--- src/sv/mscg_pkg.sv ---
// Shared constants and types of the multi-stop color gradient mapper.
package mscg_pkg;

    localparam int DEFAULT_MAX_STOPS = 8;

    localparam int VALUE_W    = 32;              // Q16.16 sample and bounds
    localparam int CH_W       = 8;               // one color channel
    localparam int NUM_CH     = 3;
    localparam int RGB_W      = CH_W * NUM_CH;
    localparam int NUM_W      = VALUE_W + CH_W;  // blend numerator
    localparam int SIDE_W     = 1 + RGB_W;       // direct flag and direct color
    localparam int COUNT_W    = 4;
    localparam int CFG_IDX_W  = 3;
    localparam int CFG_DATA_W = 48;

    // channel lanes, red in the high byte
    localparam int LANE_RED   = 2;
    localparam int LANE_GREEN = 1;
    localparam int LANE_BLUE  = 0;

    // configuration register indexes
    localparam logic [CFG_IDX_W-1:0] REG_LOWER_BOUND = 3'd0;
    localparam logic [CFG_IDX_W-1:0] REG_UPPER_BOUND = 3'd1;
    localparam logic [CFG_IDX_W-1:0] REG_STOP_COUNT  = 3'd2;
    localparam logic [CFG_IDX_W-1:0] REG_STOPS_01    = 3'd3;

    localparam logic [VALUE_W-1:0] LOWER_RESET = 32'h0000_0000;
    localparam logic [VALUE_W-1:0] UPPER_RESET = 32'h0001_0000;

    typedef enum logic [1:0] {
        CASE_BLACK,
        CASE_FIRST,
        CASE_LAST,
        CASE_BLEND
    } map_case_t;

    localparam int CASE_W = $bits(map_case_t);

endpackage

--- src/sv/mscg_front.sv ---
// Front stages: case classification, offset and range, then scaled offset.
module mscg_front #(
    parameter int MAX_STOPS = mscg_pkg::DEFAULT_MAX_STOPS,
    localparam int CNT_W = $clog2(MAX_STOPS + 1),
    localparam int BIN_W = $clog2(MAX_STOPS),
    localparam int S_W   = mscg_pkg::VALUE_W + BIN_W
) (
    input  logic                               clk,
    input  logic                               rst_n,
    input  logic                               en,
    input  logic                               in_valid,
    input  logic signed [mscg_pkg::VALUE_W-1:0] sample,
    input  logic signed [mscg_pkg::VALUE_W-1:0] lower,
    input  logic signed [mscg_pkg::VALUE_W-1:0] upper,
    input  logic [CNT_W-1:0]                   count_sat,
    output logic                               out_valid,
    output logic [S_W-1:0]                     out_s,
    output logic [mscg_pkg::VALUE_W-1:0]       out_range,
    output mscg_pkg::map_case_t                out_case
);

    import mscg_pkg::*;

    logic [VALUE_W:0]   d_wide;
    logic [VALUE_W:0]   range_wide;
    map_case_t          case_next;

    logic               s1_valid_reg;
    logic [VALUE_W-1:0] s1_d_reg;
    logic [VALUE_W-1:0] s1_range_reg;
    logic [BIN_W-1:0]   s1_cm1_reg;
    map_case_t          s1_case_reg;

    logic               s2_valid_reg;
    logic [S_W-1:0]     s2_s_reg;
    logic [VALUE_W-1:0] s2_range_reg;
    map_case_t          s2_case_reg;

    always_comb
    begin
        d_wide     = {sample[VALUE_W-1], sample} - {lower[VALUE_W-1], lower};
        range_wide = {upper[VALUE_W-1], upper} - {lower[VALUE_W-1], lower};
        priority if (count_sat == '0)
            case_next = CASE_BLACK;
        else if (count_sat == CNT_W'(1) || sample <= lower || upper == lower)
            case_next = CASE_FIRST;
        else if (sample >= upper)
            case_next = CASE_LAST;
        else
            case_next = CASE_BLEND;
    end

    always_ff @(posedge clk or negedge rst_n)
    begin
        if (!rst_n)
        begin
            s1_valid_reg <= 1'b0;
            s2_valid_reg <= 1'b0;
        end
        else if (en)
        begin
            s1_valid_reg <= in_valid;
            s2_valid_reg <= s1_valid_reg;
        end
    end

    // in the blend case lower < sample < upper, so both differences fit 32 bits
    always_ff @(posedge clk)
    begin
        if (en)
        begin
            s1_d_reg     <= d_wide[VALUE_W-1:0];
            s1_range_reg <= range_wide[VALUE_W-1:0];
            s1_cm1_reg   <= BIN_W'(count_sat - CNT_W'(1));
            s1_case_reg  <= case_next;
            s2_s_reg     <= S_W'(s1_d_reg) * S_W'(s1_cm1_reg);
            s2_range_reg <= s1_range_reg;
            s2_case_reg  <= s1_case_reg;
        end
    end

    assign out_valid = s2_valid_reg;
    assign out_s     = s2_s_reg;
    assign out_range = s2_range_reg;
    assign out_case  = s2_case_reg;

endmodule

--- config.mk ---
export PLATFORM = sky130hd
export DESIGN_NAME = mscg_front
export DESIGN_NICKNAME = d
export VERILOG_FILES = /design/src/sv/mscg_pkg.sv /design/src/sv/mscg_front.sv
export SDC_FILE = /design/constraint.sdc
export NUM_CORES = 1
export LEC_CHECK = 0
export BUFFER_PORTS_ARGS = -buffer_cell sky130_fd_sc_hd__clkbuf_2
export CORE_UTILIZATION = 45
export DETAILED_ROUTE_END_ITERATION = 6
export PLACE_DENSITY = 0.65
export SKIP_CTS_REPAIR_TIMING = 1
export SKIP_LAST_GASP = 1
export SLEW_MARGIN = 40
export SYNTH_ARGS = -nofsm -noshare
export SYNTH_HDL_FRONTEND = slang
export SYNTH_SLANG_ARGS = --single-unit
--- constraint.sdc ---
create_clock -name clk -period 4.86 [get_ports clk]
set_clock_uncertainty 0.1 [all_clocks]
set_input_delay 0.729 -clock clk [delete_from_list [all_inputs] [get_ports clk]]
set_output_delay 0.729 -clock clk [all_outputs]
set_load 0.02 [all_outputs]
After elaboration in Yosys (flattened, before gate mapping)
Index checks and enable logic that the tools add are counted.
W data, S select, Z words.

word-level totals
  flip-flop bits (word level) = 140
  word-level logic and storage cells = 24
  output and inout port bits = 70
  bits of input ports = 104

operators by class
  muxes and demuxes = 2
  add/subtract/negate cells = 3
  multiply operators = 1
  reductions and logical operators = 4
  equality and inequality tests = 2
  $lt $le $gt $ge = 2

operators with widths
  operator               count
  $sub A32 B32 Y32       2
  $mul A32 B3 Y35        1
  $eq A32 B32 Y1         1
  $ge A32 B32 Y1         1
  $le A32 B32 Y1         1
  $eq A4 B1 Y1 const B   1
  $logic_not A4 Y1       1
  $sub A3 B1 Y3 const B  1
  $logic_or A1 B1 Y1     2
  $mux W1                2
  $reduce_or A2 Y1       1

Longest topological paths before layout
  depth after elaboration = 4
  mapped depth = 13
  gate-level depth less buffers = 11

Worst setup path before layout
No wires, ideal clock.

  kind = flip-flop to flip-flop
  start = register s1_cm1_reg[1]
  end = register s2_s_reg[28], in the netlist out_s[28] (data pin)
  required time = 4494 ps
  stages on the path, launching flop included = 13
  period minus slack after synthesis = 3603 ps
  path buffers = 1
  setup slack = 1257 ps
  setup time = 266 ps
  arrival time = 3237 ps
  cell sequence = edfxtp_1 clkbuf_1 and2_1 fa_1 ha_1 fa_1 a211oi_1 nor2_1 o21ai_1 o21ai_1 a2111oi_2 nor4b_1 nand4b_1

between the ends
  word-level cells in the longest chain between the ends = 1

RTL lines
  item                    line              text
  from (decl)             mscg_front.sv:31  logic [BIN_W-1:0] s1_cm1_reg;
  from (signal assigned)  mscg_front.sv:74  s1_cm1_reg <= BIN_W'(count_sat - CNT_W'(1));
  $mul A32 B3 Y35         mscg_front.sv:76  s2_s_reg <= S_W'(s1_d_reg) * S_W'(s1_cm1_reg);
  to (signal assigned)    mscg_front.sv:76
  to (decl)               mscg_front.sv:35  logic [S_W-1:0] s2_s_reg;

No other way between the ends.
A chain may end at the register's enable or synchronous reset.

Final worst setup path
  start = register s1_cm1_reg[1]
  end = register s2_s_reg[32], in the netlist out_s[32] (data pin)

Same word-level chain as after synthesis.

==> results by group <==
Synth
  • Area share of the leading cell type in the synthesized netlist: 34.6%
  • Syn_area_per_cell: 9.37 um2
  • Netlist Area Pre-Place: 12000 um2
  • Async set or reset register ratio after synthesis: 1.43%
  • Number of enable flip-flop cells after synthesis: 138
  • Synthesized net count: 1548
  • Synth cell types: 81
  • Cell taking the most area after synthesis: edfxtp_1
  • Number of warnings issued by yosys: 0
  • Seq cells post-synth: 140
  • Flip-flop cell with the highest count after synthesis: edfxtp_1
  • Instance count of the mapped netlist: 1280
  • Sequential element share of the synthesized area: 35.0%
  • Most area-consuming cells after synthesis: edfxtp_1 (35%), ha_1 (14%), fa_1 (5.5%)

Clocking
  • Clock tree from TritonCTS: yes
  • TritonCTS Buffers: 17
  • Master cell of the clock root buffer: clkbuf_16
  • H-tree depth reported by CTS: 4
  • Clock tree buffer depth: 2
  • Number of sinks on the clock net: 140
  • Clock insertion delay at the later pin of the skew report: 420 ps
  • Post-CTS clock slew at the launch and capture registers of the worst setup and hold paths: 70 ps

STA
  • Fin crit share: 83.7%
  • Endpoints failing hold: 0
  • Max Clk Rate: 246 MHz
  • Setup repair after global routing missed its margin: false
  • Final slew viol count: 0
  • Slew @ Worst Pin: 729 ps
  • Tmin final: 4070 ps
  • Setup total negative slack: 0 ps
  • Setup violation total in the final timing report: 0
  • Relative slew slack: 50.9%

Global route
  • Number of antenna violations at the first check in global routing: 1
  • Most Crowded Layer GR: met2
  • Pin count of the biggest net entering global routing: 111
  • Fraction of met3 tracks used by global routing: 4.07%
  • Vias in the first global route: 9358
  • GR Overflow Total: 0
  • Fraction of met1 tracks used by global routing: 28.4%
  • Grt met2 use: 34.7%
  • Total GRT Usage: 21.4%
  • First-pass GRT wire length: 45.7 mm

Power and ir drop
  • Switching component of the power: 1900 uW
  • Pwr/cell area: 376 nW/um2
  • Clock network fraction of total power: 25.4%
  • Sequential cell fraction of total power: 34.2%
  • Int Pwr: 3290 uW
  • Maximum ir drop on the vdd rail: 200 uV
  • Static Leakage: 0.00653 uW
  • Sw frac: 36.5%
  • Proportion of power drawn by combinational gates: 40.4%

Outcome
  • Outcome: complete, but fails checks
  • Violated checks: DRC

Critical path
  • Delay-heaviest family, CP: compound AO/OA/AOI/OAI gates
  • Arrival time reported for the critical path endpoint: 4120 ps
  • Worst-path fanout max: 15
  • Setup slack, reg-to-reg: 790 ps
  • Buffers plus inverters on the worst setup path: 0
  • Critical path start-end classification: reg -> reg
  • CP required: 4910 ps
  • WP depth: 11
  • Element type at the critical path start: flip-flop
  • Endpoint of the worst-slack reg-to-reg timing path: out_s[32]
  • Largest stage delay on the critical path: 610 ps
  • R2r worst-path depth: 11
  • Cell with the largest stage delay on the worst path: edfxtp_1
  • Worst Setup SP: s1_cm1_reg[1]
  • Startpoint of the worst-slack reg-to-reg timing path: s1_cm1_reg[1]
  • Kind of end point of the critical path: flip-flop
  • Capturing instance or port of the critical path: out_s[32]
  • Cell-by-cell listing of the critical path: and2_1 > fa_1 > ha_1 > fa_1 > a211oi_1 > nor2_1 > o21ai_1 > o21ai_1 > a21oi_1 > o21a_1 > o211ai_1

Final layout
  • Finished Layout Cells: 1795
  • Area added between synthesis and finish: 15.0%
  • Nets: 1714
  • Number of flip-flops under the largest register name: 35
  • Proportion of layout cells with a drive suffix above 1: 16.6%

Flow run
  • Max-cap check violation count: 0

Die
  • Starting utilization of the core area: 45.9%
  • # IOs: 174
  • Chip height: 165 um
  • Total core area: 26100 um2
  • Floorplan die width: 165 um
  • Site Rows: 59
  • Area of the die: 27300 um2

Detailed routing
  • Wire per inst: 15.8 um
  • DRC Markers: 13
  • Number of vias per cell after detailed routing: 5.42
  • Antenna violation net count after detailed routing: 0
  • Pre-Repair DR Iteration Count: 7
  • Detailed-route wire length: 28.4 mm
  • DR iter-0 viols: 467
  • Via count: 9723

Placed design
  • Placed cell count: 1760
  • DPL Wire Length: 22.8 mm
  • Number of buffers added on ports: 173
  • Last weighted congestion value of the routability-driven placer: 0.922

Worst hold path
  • Type of the tightest min-delay check: reg -> reg
[layer usage]
layer / wire length (um) / up-vias / part of all wire [%]
li1: - / 4945 / -
met1: 13400 / 4498 / 47
met2: 13000 / 238 / 46
met3: 1360 / 42 / 4.8
met4: 699 / 0 / 2.5
met5: 0 / - / 0
[cells in the final DEF (no fill, tap or decap), types with 10 or more instances in the layout]
cell type	synthesis	routed
clkbuf_2	2	172
inv_1	161	161
nand2_1	148	148
edfxtp_1	138	138
ha_1	131	131
a21oi_1	100	100
nor2_1	68	68
o21ai_0	56	56
xnor2_1	44	44
a21o_1	43	43
fa_1	33	33
nand3_1	24	24
xor2_1	24	24
nand4_1	20	20
clkbuf_16	0	17
o21a_1	16	16
nor3_1	16	16
a211oi_1	15	15
and3_1	15	15
and2_1	14	14
o31ai_1	13	13
a31oi_1	10	10
nor2b_1	10	10
[area by class of cell]
cell class | count | area (um2)
antenna | 1 | 2.50
clock buffer | 19 | 453
clock inverter | 13 | 139
fill | 2485 | 12300
inverter | 161 | 604
multi-input combinational | 947 | 7040
sequential | 140 | 4190
tap | 335 | 419
timing repair buffer | 179 | 943
[cells in the mapped netlist, drive strengths merged, types with 13 or more instances]
cell type  instances
and3              15
nand2            148
nor3              16
o31ai             14
inv              161
a21oi            100
nor2              68
xor2              24
a211oi            16
and2              15
xnor2             44
nand3             24
clkbuf            22
ha               131
o21ai             63
a31oi             13
a21o              43
nand4             20
edfxtp           138
fa                33
o21a              16
[worst min path at each step]
stage,cells after the start,slack [ps],startpoint,to
after floorplan,0,300,s1_case_reg[0],out_case[0]
after global placement,0,300,s1_range_reg[0],out_range[0]
after detailed placement,0,300,s1_range_reg[0],out_range[0]
after CTS,1,-30,rst_n,out_valid
after global routing,0,330,s1_range_reg[0],out_range[0]
final,0,320,s1_range_reg[0],out_range[0]
[per-stage QoR]
| stage | hold slack [ps] | cell area (um2) | power (uW) | setup WS (ps) | utilization (%) |
|---|---|---|---|---|---|
| 4_1_cts | -33.0 | 13800 | 5220 | 779 | 52.6 |
| 3_3_place_gp | 303 | 13200 | 3870 | 915 | 50.3 |
| 6_report | 320 | 13800 | 5190 | 793 | 52.8 |
| 3_5_place_dp | 305 | 13200 | 3880 | 790 | 50.4 |
| 2_1_floorplan | 300 | 12000 | 3330 | 1260 | - |
| 5_1_grt | 327 | 13800 | 5560 | 509 | 52.8 |
[power by group through the flow]
| stage | Clock (uW) | Combinational, uW | Sequential [uW] |
|---|---|---|---|
| 2_1_floorplan | 0 | 1360 | 1970 |
| 5_1_grt | 1400 | 2360 | 1800 |
| 4_1_cts | 1340 | 2100 | 1780 |
| 6_report | 1320 | 2100 | 1770 |
| 3_3_place_gp | 0 | 2070 | 1800 |
| 3_5_place_dp | 0 | 2080 | 1800 |
[cells by family (layout without fill, tap and decap cells)]
family	count (synthesis)	after routing	share of synthesized area (%)
and+or+nand+nor	361	361	14.3
AOI/OAI and AO/OA	349	349	19.8
buffers and inverters	193	372	6.32
adders and majority gates	164	164	19.2
DFF	140	140	35.0
xor gates and xnor gates	68	68	4.97
muxes	5	5	0.449
other	0	1	0
No activity file was read; power rests on OpenSTA's default activity.
