<file path="src/sv/mscg_pkg.sv">
// Shared constants and types of the multi-stop color gradient mapper.
package mscg_pkg;

    localparam int DEFAULT_MAX_STOPS = 8;

    localparam int VALUE_W    = 32;              // Q16.16 sample and bounds
    localparam int CH_W       = 8;               // one color channel
    localparam int NUM_CH     = 3;
    localparam int RGB_W      = CH_W * NUM_CH;
    localparam int NUM_W      = VALUE_W + CH_W;  // blend numerator
    localparam int SIDE_W     = 1 + RGB_W;       // direct flag and direct color
    localparam int COUNT_W    = 4;
    localparam int CFG_IDX_W  = 3;
    localparam int CFG_DATA_W = 48;

    // channel lanes, red in the high byte
    localparam int LANE_RED   = 2;
    localparam int LANE_GREEN = 1;
    localparam int LANE_BLUE  = 0;

    // configuration register indexes
    localparam logic [CFG_IDX_W-1:0] REG_LOWER_BOUND = 3'd0;
    localparam logic [CFG_IDX_W-1:0] REG_UPPER_BOUND = 3'd1;
    localparam logic [CFG_IDX_W-1:0] REG_STOP_COUNT  = 3'd2;
    localparam logic [CFG_IDX_W-1:0] REG_STOPS_01    = 3'd3;

    localparam logic [VALUE_W-1:0] LOWER_RESET = 32'h0000_0000;
    localparam logic [VALUE_W-1:0] UPPER_RESET = 32'h0001_0000;

    typedef enum logic [1:0] {
        CASE_BLACK,
        CASE_FIRST,
        CASE_LAST,
        CASE_BLEND
    } map_case_t;

    localparam int CASE_W = $bits(map_case_t);

endpackage

</file>
<file path="src/sv/mscg_blend.sv">
// Blend stages: stop pair lookup, channel products, numerator sum.
module mscg_blend #(
    parameter int MAX_STOPS = mscg_pkg::DEFAULT_MAX_STOPS,
    localparam int CNT_W  = $clog2(MAX_STOPS + 1),
    localparam int BIN_W  = $clog2(MAX_STOPS),
    localparam int PAIR_W = (MAX_STOPS > 2) ? $clog2(MAX_STOPS - 1) : 1,
    localparam int PAIR_D = 2 ** PAIR_W
) (
    input  logic                                              clk,
    input  logic                                              rst_n,
    input  logic                                              en,
    input  logic                                              in_valid,
    input  logic [BIN_W-1:0]                                  in_bin,
    input  logic [mscg_pkg::VALUE_W-1:0]                      in_frac,
    input  logic [mscg_pkg::VALUE_W-1:0]                      in_range,
    input  mscg_pkg::map_case_t                               in_case,
    input  logic [CNT_W-1:0]                                  count_sat,
    input  logic [MAX_STOPS-1:0][mscg_pkg::RGB_W-1:0]         stops,
    output logic                                              out_valid,
    output logic [mscg_pkg::NUM_CH-1:0][mscg_pkg::NUM_W-1:0]  out_num,
    output logic [mscg_pkg::VALUE_W-1:0]                      out_range,
    output logic                                              out_direct,
    output logic [mscg_pkg::RGB_W-1:0]                        out_rgb
);

    import mscg_pkg::*;

    // pair k holds stop k (low) and stop k+1 (high)
    logic [RGB_W-1:0]   pair_lo [PAIR_D];
    logic [RGB_W-1:0]   pair_hi [PAIR_D];
    logic [PAIR_W-1:0]  idx;
    logic [RGB_W-1:0]   c1, c2;
    logic [RGB_W-1:0]   rgb_next;
    logic [VALUE_W-1:0] inv_frac;
    logic [NUM_CH-1:0][NUM_W-1:0] pa_next, pb_next;

    logic               a_valid_reg;
    logic [NUM_CH-1:0][NUM_W-1:0] a_pa_reg, a_pb_reg;
    logic [VALUE_W-1:0] a_range_reg;
    logic               a_direct_reg;
    logic [RGB_W-1:0]   a_rgb_reg;

    logic               b_valid_reg;
    logic [NUM_CH-1:0][NUM_W-1:0] b_num_reg;
    logic [VALUE_W-1:0] b_range_reg;
    logic               b_direct_reg;
    logic [RGB_W-1:0]   b_rgb_reg;

    for (genvar k = 0; k < PAIR_D; k++)
    begin : g_pair
        if (k < MAX_STOPS - 1)
        begin : g_used
            assign pair_lo[k] = stops[k];
            assign pair_hi[k] = stops[k+1];
        end
        else
        begin : g_unused
            assign pair_lo[k] = '0;
            assign pair_hi[k] = '0;
        end
    end

    always_comb
    begin
        unique case (in_case)
            CASE_LAST:              idx = PAIR_W'(count_sat - CNT_W'(2));
            CASE_BLEND:             idx = PAIR_W'(in_bin);
            CASE_BLACK, CASE_FIRST: idx = '0;
        endcase
        c1 = pair_lo[idx];
        c2 = pair_hi[idx];
        unique case (in_case)
            CASE_BLACK:             rgb_next = '0;
            CASE_LAST:              rgb_next = c2;
            CASE_FIRST, CASE_BLEND: rgb_next = c1;
        endcase
        inv_frac = in_range - in_frac;
        for (int ch = 0; ch < NUM_CH; ch++)
        begin
            pa_next[ch] = NUM_W'(c1[ch*CH_W +: CH_W]) * NUM_W'(inv_frac);
            pb_next[ch] = NUM_W'(c2[ch*CH_W +: CH_W]) * NUM_W'(in_frac);
        end
    end

    always_ff @(posedge clk or negedge rst_n)
    begin
        if (!rst_n)
        begin
            a_valid_reg <= 1'b0;
            b_valid_reg <= 1'b0;
        end
        else if (en)
        begin
            a_valid_reg <= in_valid;
            b_valid_reg <= a_valid_reg;
        end
    end

    always_ff @(posedge clk)
    begin
        if (en)
        begin
            a_pa_reg     <= pa_next;
            a_pb_reg     <= pb_next;
            a_range_reg  <= in_range;
            a_direct_reg <= (in_case != CASE_BLEND);
            a_rgb_reg    <= rgb_next;
            for (int ch = 0; ch < NUM_CH; ch++)
            begin
                b_num_reg[ch] <= a_pa_reg[ch] + a_pb_reg[ch];
            end
            b_range_reg  <= a_range_reg;
            b_direct_reg <= a_direct_reg;
            b_rgb_reg    <= a_rgb_reg;
        end
    end

    assign out_valid  = b_valid_reg;
    assign out_num    = b_num_reg;
    assign out_range  = b_range_reg;
    assign out_direct = b_direct_reg;
    assign out_rgb    = b_rgb_reg;

endmodule
</file>
<file path="config.mk">
export PLATFORM = sky130hd
export DESIGN_NAME = mscg_blend
export DESIGN_NICKNAME = d
export VERILOG_FILES = /design/src/sv/mscg_pkg.sv /design/src/sv/mscg_blend.sv
export SDC_FILE = /design/constraint.sdc
export NUM_CORES = 2
export LEC_CHECK = 0
export ABC_AREA = 1
export CAP_MARGIN = 30
export CORE_MARGIN = 3
export CORE_UTILIZATION = 40
export CTS_CLUSTER_DIAMETER = 80
export CTS_CLUSTER_SIZE = 14
export DETAILED_ROUTE_END_ITERATION = 6
export DONT_BUFFER_PORTS = 1
export PLACE_DENSITY = 0.54
export SYNTH_ARGS = -nofsm -noshare
export SYNTH_HDL_FRONTEND = slang
export SYNTH_SLANG_ARGS = --single-unit
</file>
<file path="constraint.sdc">
create_clock -name clk -period 4.9 [get_ports clk]
set_input_delay 0.245 -clock clk [delete_from_list [all_inputs] [get_ports clk]]
set_output_delay 0.245 -clock clk [all_outputs]
set_load 0.1 [all_outputs]
</file>
# Word level (Yosys, flattened, before mapping)
# Cells that the tools add are included.
[totals]
latchBits = 0
mem_bits_ro = 0
mem_count = 0
mem_bits_rw = 0
regBits = 476
[classes]
reduce_logical = 3
n_lt_le_gt_ge = 1
multipliers = 6
mux = 8
div_mod_pow = 0
addsub = 5
shift = 0
n_eq_ne = 4
bitwise_logic = 1
[ops]
columns = ["op", "n"]
rows = [
  ["$mul A8 B32 Y40", 6],
  ["$bmux W24 S3", 2],
  ["$add A40 B40 Y40", 3],
  ["$mux W24", 4],
  ["$pmux W24 S3", 1],
  ["$sub A32 B32 Y32", 1],
  ["$pmux W3 S3", 1],
  ["$eq A2 B2 Y1 const B", 2],
  ["$ge A4 B4 Y1 const B", 1],
  ["$not A3 Y4", 1],
  ["$reduce_or A2 Y1", 2],
  ["$sub A3 B2 Y3 const B", 1],
  ["$eq A2 B1 Y1 const B", 1],
  ["$logic_not A2 Y1", 1],
  ["$ne A2 B2 Y1 const B", 1],
]

# Depth between registers and ports, before layout
[depth]
ltp_word = 8
ltp_mapped = 36
ltp_nobuf = 32

# Worst setup path after synthesis
# Ideal clock, no wire load.
[synth_path]
path_kind = "input-to-reg"
from = "input port in_frac[2] in the netlist's numbering"
to = "register a_pa_reg[74] in the netlist's numbering (data pin)"
cell_stages = 34
t_arrival_ns = 5.684
slack_ns = -1.036
t_required_ns = 4.648
cell_sequence = "clkbuf_1 > inv_1 > clkbuf_1 > ha_1 > buf_2 > nand2_1 > nor2_1 > nand2_1 > nand3_1 > nand2_1 > nand2_1 > nand2_1 > nand2_1 > nand2_1 > nand2_1 > buf_2 > nor2_1 > fa_1 > inv_1 > fa_1 > inv_1 > fa_1 > inv_1 > fa_1 > inv_1 > ha_1 > nand2_1 > nand2_1 > o21bai_1 > o21bai_1 > a21oi_1 > nand2_1 > nand2_1 > nand2_1"
[synth_lines]
columns = ["element", "line_no", "source"]
rows = [
  ["start, declared", "mscg_blend.sv:14", "input logic [mscg_pkg::VALUE_W-1:0] in_frac,"],
  ["end signal, assigned", "mscg_blend.sv:103", "a_pa_reg <= pa_next;"],
  ["end, declared", "mscg_blend.sv:38", "logic [NUM_CH-1:0][NUM_W-1:0] a_pa_reg, a_pb_reg;"],
]

==> run metrics <==
final setup fails 8; worst rel slew slack 20.5%; WL met3 31,000 um; deepest clock path buffer count 3; Max Clk Rate 202 MHz; top layer used by detailed routing met5; critical path capture point type register; core box area 193,000 sq um; Seq cells post-synth 476; DP Area 92,000 sq um; wire length per cell 23.1 um; CP most frequent cell nand2_1; vias 73,915; largest net degree at the start of global routing 479; Placed Cells 14,057; met2 routed WL 143,000 um; CTS tree built; setup slack, reg-to-reg 2.33 ns; RSZ-0062 raised after global routing true; final cell count without fillers 14,299; GPL Wtd Cong 1.02; Final Skew 0.0472 ns; total number of H-tree levels 2; Mapped Nets 12,413; DRC viols 0; most used flip-flop cell after synthesis edfxtp_1; status finished with violations; clk_lat worst skew 0.72 ns; Starting Density 40.3%; port bufs 0; cell family with most CP delay adder cells; critical path class in2reg; data arrival time of the critical path 5.38 ns; worst min path class in2reg; first-pass iteration count of the detailed router 6; grt total ovfl 0; post-route minimum period 4.95 ns; # fillers 18,665; chip height 447 um; Post-synth EDFFs 474; Die Area 199,000 sq um; Die Wd 447 um; top cell type's share of synthesized area 27.9%; top post-synthesis cells by area fa_1 28%, edfxtp_1 18%, nand2_1 16%, inv_1 9.2%, ha_1 8.2%; largest stage delay on the critical path 0.57 ns; crit path max-delay cell type fa_1; Slew @ Worst Pin 1.19 ns; Clock Tree Root clkbuf_16; Post-DRT Antenna Nets 0; initial antenna violation count 27; failing checks negative setup slack; total CTS buffers 52; Final Hold Vio Count 0; distinct cell type count of the synthesized netlist 38; drt via density 5.17; Total GRT Usage 32.4%; placement row count 161; worst path buffer plus inverter count 10; clk sink count 476; drt first-iter violations 6,302; vias in the first global route 73,975; Max Cap Viol 0; area grow syn2layout 27.8%; routed length on met1 140,000 um; Place WS -1.17 ns; first-pass GRT wire length 478,000 um; Post-Syn Instances 10,552; Slew Viols, Final 0; CTS clk-pin slew, worst paths 0.07 ns; period utilization 101%; ys async rst share 0.420%; critical path peak fanout 15; Ports 447; Final Net Count 13,588; area leader, netlist fa_1; Syn Area/Cell 7.36 sq um; Worst Setup Start Kind input pin; Detailed Place HPWL 275,000 um; Seq/Total Area, Yosys 18.4%; critical path data required time 5.33 ns; Synth Cell Area 77,700 sq um; final setup margin -0.0472 ns; YS warnings 0; ratio of cells with drive above 1 in the final layout 21.3%; Post-Route WL 330,000 um; Non-Filler Cell Area, Final 99,200 sq um
cells in the mapped netlist, types with 20 or more instances:
cell type  instances
nand2_1         3259
inv_1           1894
nor2_1          1460
fa_1            1084
nand3_1          574
ha_1             508
edfxtp_1         474
a21oi_1          345
xor2_1           145
buf_2            125
o21ai_0          120
clkbuf_1         105
inv_2             74
nor3_1            70
buf_4             66
o21bai_1          55
xnor2_1           54
nand4_1           22
nand3b_1          21
a31oi_1           20
through the flow:
| step | setup TNS (ns) | util [%] | hold slack, ns |
|---|---|---|---|
| final | -0.133 | 51.5 | 0.0667 |
| after global placement | -161.30 | 47.7 | -0.0505 |
| after floorplan | -24.00 | - | -0.0506 |
| after global routing | -11.29 | 51.5 | 0.0884 |
| after detailed placement | -163.11 | 47.7 | -0.0506 |
| after CTS | -0.000298 | 49.6 | -0.309 |
cells by family (layout without fill, tap and decap cells):
logic type	count (synthesis)	after routing	synth area share (%)
compound gates	552	552	3.81
other cells	0	15	0
flops	476	476	18.4
simple gates	5446	5446	27.7
buf+inv	2282	3488	11.6
xor+xnor	204	204	2.35
fa+ha+maj	1592	1592	36.1
placed cells by master (no fill, tap or decap), drive strengths merged:
| cell | count |
|---|---|
| nand2 | 3277 |
| inv | 1979 |
| nor2 | 1461 |
| buf | 1354 |
| fa | 1084 |
| nand3 | 575 |
| ha | 508 |
| edfxtp | 474 |
| a21oi | 345 |
| xor2 | 150 |
| o21ai | 120 |
| clkbuf | 71 |
| nor3 | 70 |
| dlygate4sd3 | 64 |
| o21bai | 55 |
| xnor2 | 54 |
| nand4 | 22 |
| nand3b | 21 |
| a31oi | 20 |
| clkinv | 17 |
| diode | 15 |
| and2 | 14 |
| a21boi | 9 |
| or2 | 4 |
| clkinvlp | 3 |
| dfrtp | 2 |
| o21a | 2 |
| and3 | 1 |
| a21o | 1 |
| nand2b | 1 |
metal layers:
layer,GRT usage (%),vias up
li1,-,34245
met1,44.4,36199
met2,50.4,2925
met3,7.74,542
met4,10.8,4
met5,0,-
timing repair:
item / 4_1_cts / 5_1_grt
endpoints found under the hold margin: 399 / 132
resized for setup: 341 / 682
gates cloned: 1 / 13
hold buffers: 61 / 7
setup endpoints to repair: 143 / 169
pin swaps: 98 / 215
setup buffers: 14 / 49
final cells by class:
| class | count | area, sq um | area share, % |
|---|---|---|---|
| Clock buffer | 58 | 1330 | 1.34 |
| Antenna cell | 15 | 37.5 | 0.0378 |
| Sequential cell | 476 | 14300 | 14.4 |
| Tap cell | 2526 | 3160 | 3.18 |
| Multi-Input combinational cell | 7794 | 59500 | 59.9 |
| Timing Repair Buffer | 1431 | 13100 | 13.2 |
| Inverter | 1972 | 7530 | 7.58 |
| Clock inverter | 27 | 303 | 0.305 |
final timing paths:
check                                        startpoint                       to  depth (start not counted)
worst max register to register    a_pa_reg[0]$_DFFE_PP_    out_num[32]$_DFFE_PP_                         13
worst max-delay path                       count_sat[1]  a_pb_reg[117]$_DFFE_PP_                         29
worst min register to register  a_rgb_reg[21]$_DFFE_PP_    out_rgb[21]$_DFFE_PP_                          0
max in group asynchronous                         rst_n    out_valid$_DFFE_PN0P_                          2
worst min-delay path                                 en   a_pa_reg[20]$_DFFE_PP_                          1
min in group asynchronous                         rst_n  a_valid_reg$_DFFE_PN0P_                          2
Power is left out: the tool's default activity adds up to more than one toggle a clock period on the data nets, which glitch-free logic cannot reach.
