## src/sv/mscg_div_stage.sv

```systemverilog
// One registered restoring-division step, shared divisor over several lanes.
module mscg_div_stage #(
    parameter int LANES  = 1,
    parameter int REM_W  = 8,
    parameter int DIV_W  = 8,
    parameter int Q_W    = 1,
    parameter int SHIFT  = 0,
    parameter int SIDE_W = 1,
    localparam int CMP_W = (REM_W > DIV_W + SHIFT) ? REM_W : DIV_W + SHIFT
) (
    input  logic                        clk,
    input  logic                        rst_n,
    input  logic                        en,
    input  logic                        in_valid,
    input  logic [LANES-1:0][REM_W-1:0] in_rem,
    input  logic [LANES-1:0][Q_W-1:0]   in_quo,
    input  logic [DIV_W-1:0]            in_div,
    input  logic [SIDE_W-1:0]           in_side,
    output logic                        out_valid,
    output logic [LANES-1:0][REM_W-1:0] out_rem,
    output logic [LANES-1:0][Q_W-1:0]   out_quo,
    output logic [DIV_W-1:0]            out_div,
    output logic [SIDE_W-1:0]           out_side
);

    logic                        valid_reg;
    logic [LANES-1:0][REM_W-1:0] rem_reg, rem_next;
    logic [LANES-1:0][Q_W-1:0]   quo_reg, quo_next;
    logic [DIV_W-1:0]            div_reg;
    logic [SIDE_W-1:0]           side_reg;
    logic [CMP_W-1:0]            trial;
    logic [CMP_W-1:0]            rem_ext [LANES];

    always_comb
    begin
        trial = CMP_W'(in_div) << SHIFT;
        for (int l = 0; l < LANES; l++)
        begin
            rem_ext[l] = CMP_W'(in_rem[l]);
            if (rem_ext[l] >= trial)
            begin
                rem_next[l] = REM_W'(rem_ext[l] - trial);
                quo_next[l] = in_quo[l] | (Q_W'(1) << SHIFT);
            end
            else
            begin
                rem_next[l] = in_rem[l];
                quo_next[l] = in_quo[l];
            end
        end
    end

    always_ff @(posedge clk or negedge rst_n)
    begin
        if (!rst_n)
        begin
            valid_reg <= 1'b0;
        end
        else if (en)
        begin
            valid_reg <= in_valid;
        end
    end

    always_ff @(posedge clk)
    begin
        if (en)
        begin
            rem_reg  <= rem_next;
            quo_reg  <= quo_next;
            div_reg  <= in_div;
            side_reg <= in_side;
        end
    end

    assign out_valid = valid_reg;
    assign out_rem   = rem_reg;
    assign out_quo   = quo_reg;
    assign out_div   = div_reg;
    assign out_side  = side_reg;

endmodule

```

## config.mk

```make
export PLATFORM = sky130hd
export DESIGN_NAME = mscg_div_stage
export DESIGN_NICKNAME = d
export VERILOG_FILES = /design/src/sv/mscg_div_stage.sv
export SDC_FILE = /design/constraint.sdc
export NUM_CORES = 1
export LEC_CHECK = 0
export ABC_CLOCK_PERIOD_IN_PS = 1000
export BUFFER_PORTS_ARGS = -buffer_cell sky130_fd_sc_hd__buf_2
export CELL_PAD_IN_SITES_DETAIL_PLACEMENT = 1
export CELL_PAD_IN_SITES_GLOBAL_PLACEMENT = 1
export CORE_AREA = 2 2 56 58
export CTS_BUF_LIST = sky130_fd_sc_hd__clkbuf_16
export DETAILED_ROUTE_END_ITERATION = 10
export DIE_AREA = 0 0 58 60
export PLACE_DENSITY_LB_ADDON = 0.1
export SLEW_MARGIN = 5
export SYNTH_ARGS = -nofsm -noshare
export SYNTH_HDL_FRONTEND = slang
export SYNTH_SLANG_ARGS = --single-unit
```

## constraint.sdc

```tcl
create_clock -name clk -period 1 [get_ports clk]
set_input_delay 0.25 -clock clk [delete_from_list [all_inputs] [get_ports clk]]
set_output_delay 0.25 -clock clk [all_outputs]
set_load 0.01 [all_outputs]
```

# After elaboration in Yosys (flattened, before gate mapping)
# Index checks and enable logic that the tools add are counted.
[word_totals]
register_bits = 19
out_inout_bits = 19
elab_cells = 8
input_bits = 22
[op_classes]
order_cmp = 1
add_sub_neg = 1
muxes = 1
[ops]
columns = ["cell", "count"]
rows = [
  [">= comparator 8 bit", 1],
  ["two-way mux 8 bit", 1],
  ["subtractor 8 bit", 1],
]

# Depth between registers and ports, before layout
# Gate-level depths: netlist of the first run.
[logic_depth]
depth_word = 2
mapped_depth = 8

# Worst setup path before layout of the first run
# OpenSTA, ideal clock, no wires.
[synth_path]
path_type = "input-to-reg"
start = "input in_rem[0] (netlist name)"
end = "register rem_reg, in the netlist out_rem[2], data pin"
arrival_ns = 1.975
path_slack_ns = -1.235
n_path_buf = 0
setup_ns = 0.260
stages = 8
cell_sequence = "inv_1 > ha_1 > fa_1 > nand2b_1 > a21oi_4 > o221ai_2 > a22oi_4 > mux2_2"
[synth_rtl]
columns = ["element", "line", "text"]
rows = [
  ["from (decl)", "15", "input logic [LANES-1:0][REM_W-1:0] in_rem,"],
  ["to (signal assigned)", "69", "rem_reg <= rem_next;"],
  ["to (decl)", "27", "logic [LANES-1:0][REM_W-1:0] rem_reg, rem_next;"],
]

==> results of run 1 <==
==> cells in the final DEF (no fill, tap or decap), types with 2 or more instances in the layout <==
cell,n
a21oi_1,3
a21oi_4,2
buf_12,2
buf_2,38
buf_4,24
buf_6,4
clkbuf_16,3
edfxtp_1,18
ha_1,3
ha_4,4
inv_1,10
mux2_4,5
mux2i_1,2
nand2b_1,2
nand3_1,2
nor2_1,3
nor2_2,2
nor2b_1,2
o21a_1,2
o21ai_0,2
xnor2_1,2
==> flip-flops by register name, indices dropped and copies added (netlist names) <==
name / count
out_quo: 1
out_valid: 1
out_side: 1
out_rem: 8
out_div: 8
==> through the flow <==
| stage | setup TNS, ps | hold WS (ps) |
|---|---|---|
| after floorplan | -9110 | -45.6 |
| after global placement | -11320 | 24.5 |
| after detailed placement | -11730 | 28.9 |
| after CTS | -8070 | 170 |
| after global routing | -9290 | 173 |
| final | -8230 | 169 |
==> logic make-up after synthesis <==
group | after synthesis
flops | 19
buf+inv | 11
xor+xnor | 3
compound gates | 18
simple gates | 17
fa+ha+maj | 9
mux | 8
==> critical path: cells and delay by family <==
| family | cells | cell delay (ps) |
|---|---|---|
| AOI/OAI and AO/OA | 3 | 500 |
| adders and majority gates | 2 | 490 |
| muxes | 1 | 290 |
| buffers and inverters | 3 | 270 |
| and+or+nand+nor | 1 | 160 |
==> layout make-up <==
class	instances	area (sq um)	share of cell area, %
clock buffers	3	75.1	4.15
clock inverters	1	3.75	0.207
inverters	11	53.8	2.97
multi-input cells	55	591	32.6
flip-flops and latches	19	566	31.2
well taps	33	41.3	2.28
repair buffers	70	480	26.5
==> path summary, 6_finish.rpt <==
check	endpoint	slack [ps]	cells after the start
setup reg to reg	out_valid	130	2
max in group asynchronous	out_valid	610	2
setup / recovery	out_rem[5]	-960	10
min in group asynchronous	out_valid	300	2
hold reg to reg	out_valid	600	2
hold / removal	out_side	170	1
==> layer usage <==
| metal | share of wire, % | track usage [%] |
|---|---|---|
| met1 | 41 | 21.9 |
| met2 | 52 | 34.7 |
| met3 | 5.2 | 3.46 |
| met4 | 1.6 | 7.97 |
| met5 | 0 | 0 |
==> report_power, final <==
group	total [mW]	internal, mW	switching (mW)
combinational	0.841	0.465	0.376
clock	0.826	0.532	0.294
sequential	0.994	0.973	0.0205
==> repair_timing <==
item,in CTS,in global routing
resized for setup,13,5
hold endpoints to repair,1,0
endpoints found under the setup margin,24,28
hold buffers,1,0
pin swaps,6,1
buffers inserted,4,3
==> summary.md, run 1 <==
| Metric | Value |
|---|---|
| RSZ-0062 raised after global routing | `yes` |
| Crit path time final | `1960 ps` |
| Fin worst setup slack | `-960 ps` |
| Largest family of logic cells by synthesized area | `compound AO/OA/AOI/OAI gates` |
| Post-DP HPWL | `2.18 mm` |
| Gr ovfl total | `0` |
| CORE AREA | `2900 sq um` |
| Status | `complete, but fails checks` |
| Crit path kind | `in -> reg` |
| Multiplexer share of the synthesized area | `8.06%` |
| Pleak | `0.828 nW` |
| Slowest-stage cell, CP | `fa_2` |
| Fin crit share | `196%` |
| Main area contributors after synthesis | `edfxtp_1, ha_1, mux2_2` |
| Top FF cell, synth | `edfxtp_1` |
| Critical-path cell list | `buf_8 > inv_12 > ha_4 > fa_2 > nand2b_4 > a21oi_4 > o221ai_4 > a22oi_4 > buf_12 > mux2_4` |
| Seq cells post-synth | `19` |
| Crit-path max FO | `5` |
| Hold path start | `in_side` |
| Syn_nets | `116` |
| Seq/Total Area, Yosys | `52.1%` |
| DRC Markers | `0` |
| Complex-gate fraction of the synthesized area | `14.4%` |
| Clock Pin Slew Worst Setup and Hold Paths | `60 ps` |
| Nets | `191` |
| Clock tree from TritonCTS | `yes` |
| Min-delay worst type | `in -> reg` |
| Vias per cell | `4.97` |
| Die Y | `60 um` |
| Failing checks | `negative setup slack` |
| Worst-Margin Slew | `278 ps` |
| Endpoints failing setup | `21` |
| Simple-gate share of the synthesized area | `8.18%` |
| Fill cell count | `322` |
| Die ar. | `3480 sq um` |
| Syn Inst Count | `85` |
| Post-synth ARST share | `5.26%` |
| Final Non-Filler Cells | `192` |
| Synth top area share | `49.8%` |
| CP Launch Point | `in_rem[0]` |
| Xor and xnor area share after synthesis | `2.42%` |
| Max cap viols | `0` |
| Count of final hold-check violations | `0` |
| Max IR drop VDD | `1210 uV` |
| Layout cells sized above 1 | `59.7%` |
| Largest net degree at the start of global routing | `13` |
| Cell total after placement | `180` |
| WL final | `2.98 mm` |
| Critical Path RT | `1000 ps` |
| Initial antenna violation count | `0` |
| Post-Synth Adder-Cell Area | `11.1%` |
| Syn. warnings | `0` |
| Clock buffer depth | `2` |
| Gr usage total | `19.0%` |
| Ports | `41` |
| Worst skew pair latency | `250 ps` |
| Overall Power | `2.66 mW` |
| Ant. Diodes | `0` |
| Crit path capture type | `flip-flop` |
| Synth top cells by count | `edfxtp_1, inv_1, ha_1, mux2_2, nor2_1` |
| Final Util | `62.4%` |
| Most common cell in the netlist | `edfxtp_1` |
| Reg2reg start | `out_valid` |
| Fmax | `510 MHz` |
| Vias in the first global route | `996` |
| IO Port Bufs | `40` |
| Syn Area/Cell | `12.8 sq um` |
| Post-route cell area | `1810 sq um` |
| DRT antenna net count | `0` |
| DR vias | `954` |
| Relative slew slack | `81.4%` |
| PD cells | `1470 nW/um^2` |
| Clock tree sinks | `19` |
| Final Slew Violations | `0` |
| Area Growth Syn to Fin | `66.7%` |
| GP Congestion | `0.774` |
| WP data arrival | `1960 ps` |
| Synth Cell Area | `1090 sq um` |
| Crit-path max cell delay | `340 ps` |
| DP Area | `1560 sq um` |
| Die width | `58 um` |
| Row count | `20` |
| CTS Buf Count | `3` |
| Synth cell types | `30` |
| First-pass GRT wire length | `4.85 mm` |
| Post-synth EDFFs | `18` |
| First DRT Iteration DRCs | `17` |
| Clock Tree Root | `clkbuf_16` |
| WL per Instance | `15.5 um` |
| Post-placement setup slack | `-1380 ps` |
| Drt first pass iters | `4` |
| H-tree levels | `1` |
| Clock skew | `0 ps` |
| Largest area contributor in the synthesized netlist | `edfxtp_1` |
| Critical path startpoint category | `primary input` |
| Initial core utilization | `37.4%` |
Note: power is estimated with default switching activity, not from simulation.
==> inputs of run 2 (changes only) <==
--- a/config.mk
+++ b/config.mk
@@ -9,10 +9,11 @@
 export BUFFER_PORTS_ARGS = -buffer_cell sky130_fd_sc_hd__buf_2
 export CELL_PAD_IN_SITES_DETAIL_PLACEMENT = 1
 export CELL_PAD_IN_SITES_GLOBAL_PLACEMENT = 1
-export CORE_AREA = 2 2 56 58
+export CORE_AREA = 2 2 60 62
 export CTS_BUF_LIST = sky130_fd_sc_hd__clkbuf_16
 export DETAILED_ROUTE_END_ITERATION = 10
-export DIE_AREA = 0 0 58 60
+export DIE_AREA = 0 0 62 64
+export GPL_TIMING_DRIVEN = 0
 export PLACE_DENSITY_LB_ADDON = 0.1
 export SLEW_MARGIN = 5
 export SYNTH_ARGS = -nofsm -noshare
==> summary.md, run 2 (synthesis results as in run 1) <==
| Metric | Value |
|---|---|
| Endpoints failing setup | `15 (-29%)` |
| Gr ovfl total | `0 (unchanged)` |
| CTS Buf Count | `3 (unchanged)` |
| Die ar. | `3970 sq um (+14%)` |
| Reg-to-reg endpoint | `out_valid` |
| Clock tree from TritonCTS | `yes` |
| WL final | `2.54 mm (-15%)` |
| Failing checks | `negative setup slack` |
| Largest net degree at the start of global routing | `20 (+7)` |
| Die width | `62 um (+6.9%)` |
| Post-route cell area | `1640 sq um (-9.5%)` |
| Cell total after placement | `171 (-5.0%)` |
| Crit-path max cell delay | `340 ps (about the same)` |
| Critical path startpoint category | `primary input` |
| Clock buffer depth | `2 (unchanged)` |
| CORE AREA | `3280 sq um (+13%)` |
| First DRT Iteration DRCs | `6 (-11)` |
| Die Y | `64 um (+6.7%)` |
| Crit path kind | `in -> reg` |
| Status | `complete, but fails checks` |
| PD cells | `1540 nW/um^2 (+5.1%)` |
| DR vias | `864 (-9.4%)` |
| Critical-path cell list | `buf_8 > inv_12 > ha_4 > fa_2 > nand2b_4 > a21oi_4 > o221ai_4 > a22oi_4 > buf_12 > mux2_4` |
| Gr usage total | `13.3% (-5.7 points)` |
| Crit path time final | `1930 ps (-30.5 ps)` |
| Drt first pass iters | `4 (unchanged)` |
| Vias per cell | `4.67 (-6.0%)` |
| DP Area | `1400 sq um (-10%)` |
| DRC Markers | `0 (unchanged)` |
| Hold Path Depth | `1 (unchanged)` |
| Post-DP HPWL | `1.80 mm (-17%)` |
| Delay-heaviest family, CP | `adder cells` |
| Vias in the first global route | `880 (-12%)` |
| Max IR drop VDD | `696 uV (-43%)` |
| Slowest-stage cell, CP | `fa_2` |
| Area Growth Syn to Fin | `50.8%` |
| Clock Pin Slew Worst Setup and Hold Paths | `50 ps (about the same)` |
| First-pass GRT wire length | `3.97 mm (-18%)` |
| Final Non-Filler Cells | `185 (-3.6%)` |
| IO Port Bufs | `40 (unchanged)` |
| Commonest cells after routing, fill and taps aside | `buf_2, edfxtp_1, inv_1, buf_4, mux2_4` |
| H-tree levels | `1 (unchanged)` |
| Row count | `21 (+5.0%)` |
| Max cap viols | `0 (unchanged)` |
| Hold Path Sink | `out_side` |
| DRT antenna net count | `0 (unchanged)` |
| Register area | `566 sq um (unchanged)` |
| Min-delay worst type | `in -> reg` |
| Fill cell count | `358 (+11%)` |
| Ant. Diodes | `0 (unchanged)` |
| Initial antenna violation count | `0 (unchanged)` |
| Final Slew Violations | `0 (unchanged)` |
| Fin worst setup slack | `-930 ps (+30.5 ps)` |
| Crit-path max FO | `8 (+3)` |
| Fin crit share | `193% (-3.1 points)` |
| WP data arrival | `1930 ps (-30 ps)` |
| WL per Instance | `13.7 um (-12%)` |
| Area of the multi-input gates | `571 sq um (-3.4%)` |
| Cell depth of the worst flop-to-flop path | `1 (-1)` |
| Clock tree sinks | `19 (unchanged)` |
| WP buf/inv | `3 (unchanged)` |
| Most common cell after layout, fill and taps aside | `buf_2` |
| Clock Tree Root | `clkbuf_16` |
| Reg2reg start | `out_valid` |
| Fmax | `518 MHz (+1.6%)` |
| Worst skew pair latency | `250 ps (about the same)` |
| Crit path capture type | `flip-flop` |
| Count of final hold-check violations | `0 (unchanged)` |
| Clock skew | `0 ps (unchanged)` |
| Pleak | `0.722 nW (-13%)` |
| Relative slew slack | `70.8% (-11 points)` |
| Initial core utilization | `33.1% (-4.3 points)` |
| R2r setup slk | `260 ps (+130 ps)` |
| Worst-Margin Slew | `439 ps (+160 ps)` |
| GP Congestion | `0.698 (-9.8%)` |
| Ports | `41 (unchanged)` |
| Hold path start | `in_side` |
| Layout cells sized above 1 | `53.2% (-6.5 points)` |
| Final Util | `49.9% (-13 points)` |
| Overall Power | `2.53 mW (-5.0%)` |
| Nets | `171 (-10%)` |
| Critical Path RT | `1000 ps (about the same)` |
| RSZ-0062 raised after global routing | `yes` |
[run 2: cell type report]
type / instances / area share, %
Multi-Input combinational cell: 55 / 34.8
Sequential cell: 19 / 34.5
Timing Repair Buffer: 50 / 18.9
Clock buffer: 3 / 4.58
Tap cell: 46 / 3.51
Inverter: 11 / 3.28
Clock inverter: 1 / 0.306
[run 2: report_power, final]
group | internal (mW) | switching, mW
Sequential | 0.974 | 0.0184
Clock | 0.536 | 0.288
Combinational | 0.380 | 0.333
Total | 1.89 | 0.639
[run 2: how the worst max path moves through the flow]
stage / from / to / cells past startpoint
after floorplan: in_rem[0] / out_rem[2] / 8
after global placement: in_rem[0] / out_rem[2] / 9
after detailed placement: in_rem[0] / out_rem[3] / 9
after CTS: in_rem[0] / out_rem[5] / 10
after global routing: in_rem[0] / out_rem[5] / 10
final: in_rem[0] / out_rem[2] / 10
[run 2: stage by stage]
step	hold WS, ps	setup slack, ps	TNS (ps)
2_1_floorplan	-45.6	-1130	-9110
3_3_place_gp	24.9	-1510	-12530
3_5_place_dp	24.9	-1510	-12870
4_1_cts	171	-919	-7820
5_1_grt	168	-971	-8890
6_report	174	-930	-7890
[run 2: timing repair]
item                                    in CTS  in global routing
endpoints found under the hold margin        1                  0
endpoints found under the setup margin      22                 28
pin swaps                                    7                  1
hold buffers                                 1                  0
buffers inserted                             8                  1
gates resized for setup                     14                  1
[run 2: metal layers]
| metal | routed length [um] | up-vias | track usage [%] | share of wire [%] |
|---|---|---|---|---|
| li1 | - | 423 | - | - |
| met1 | 965 | 416 | 15.3 | 38 |
| met2 | 1410 | 20 | 24.1 | 56 |
| met3 | 106 | 5 | 1.62 | 4.2 |
| met5 | 0 | - | 0 | 0 |
| met4 | 53 | 0 | 4.79 | 2.1 |
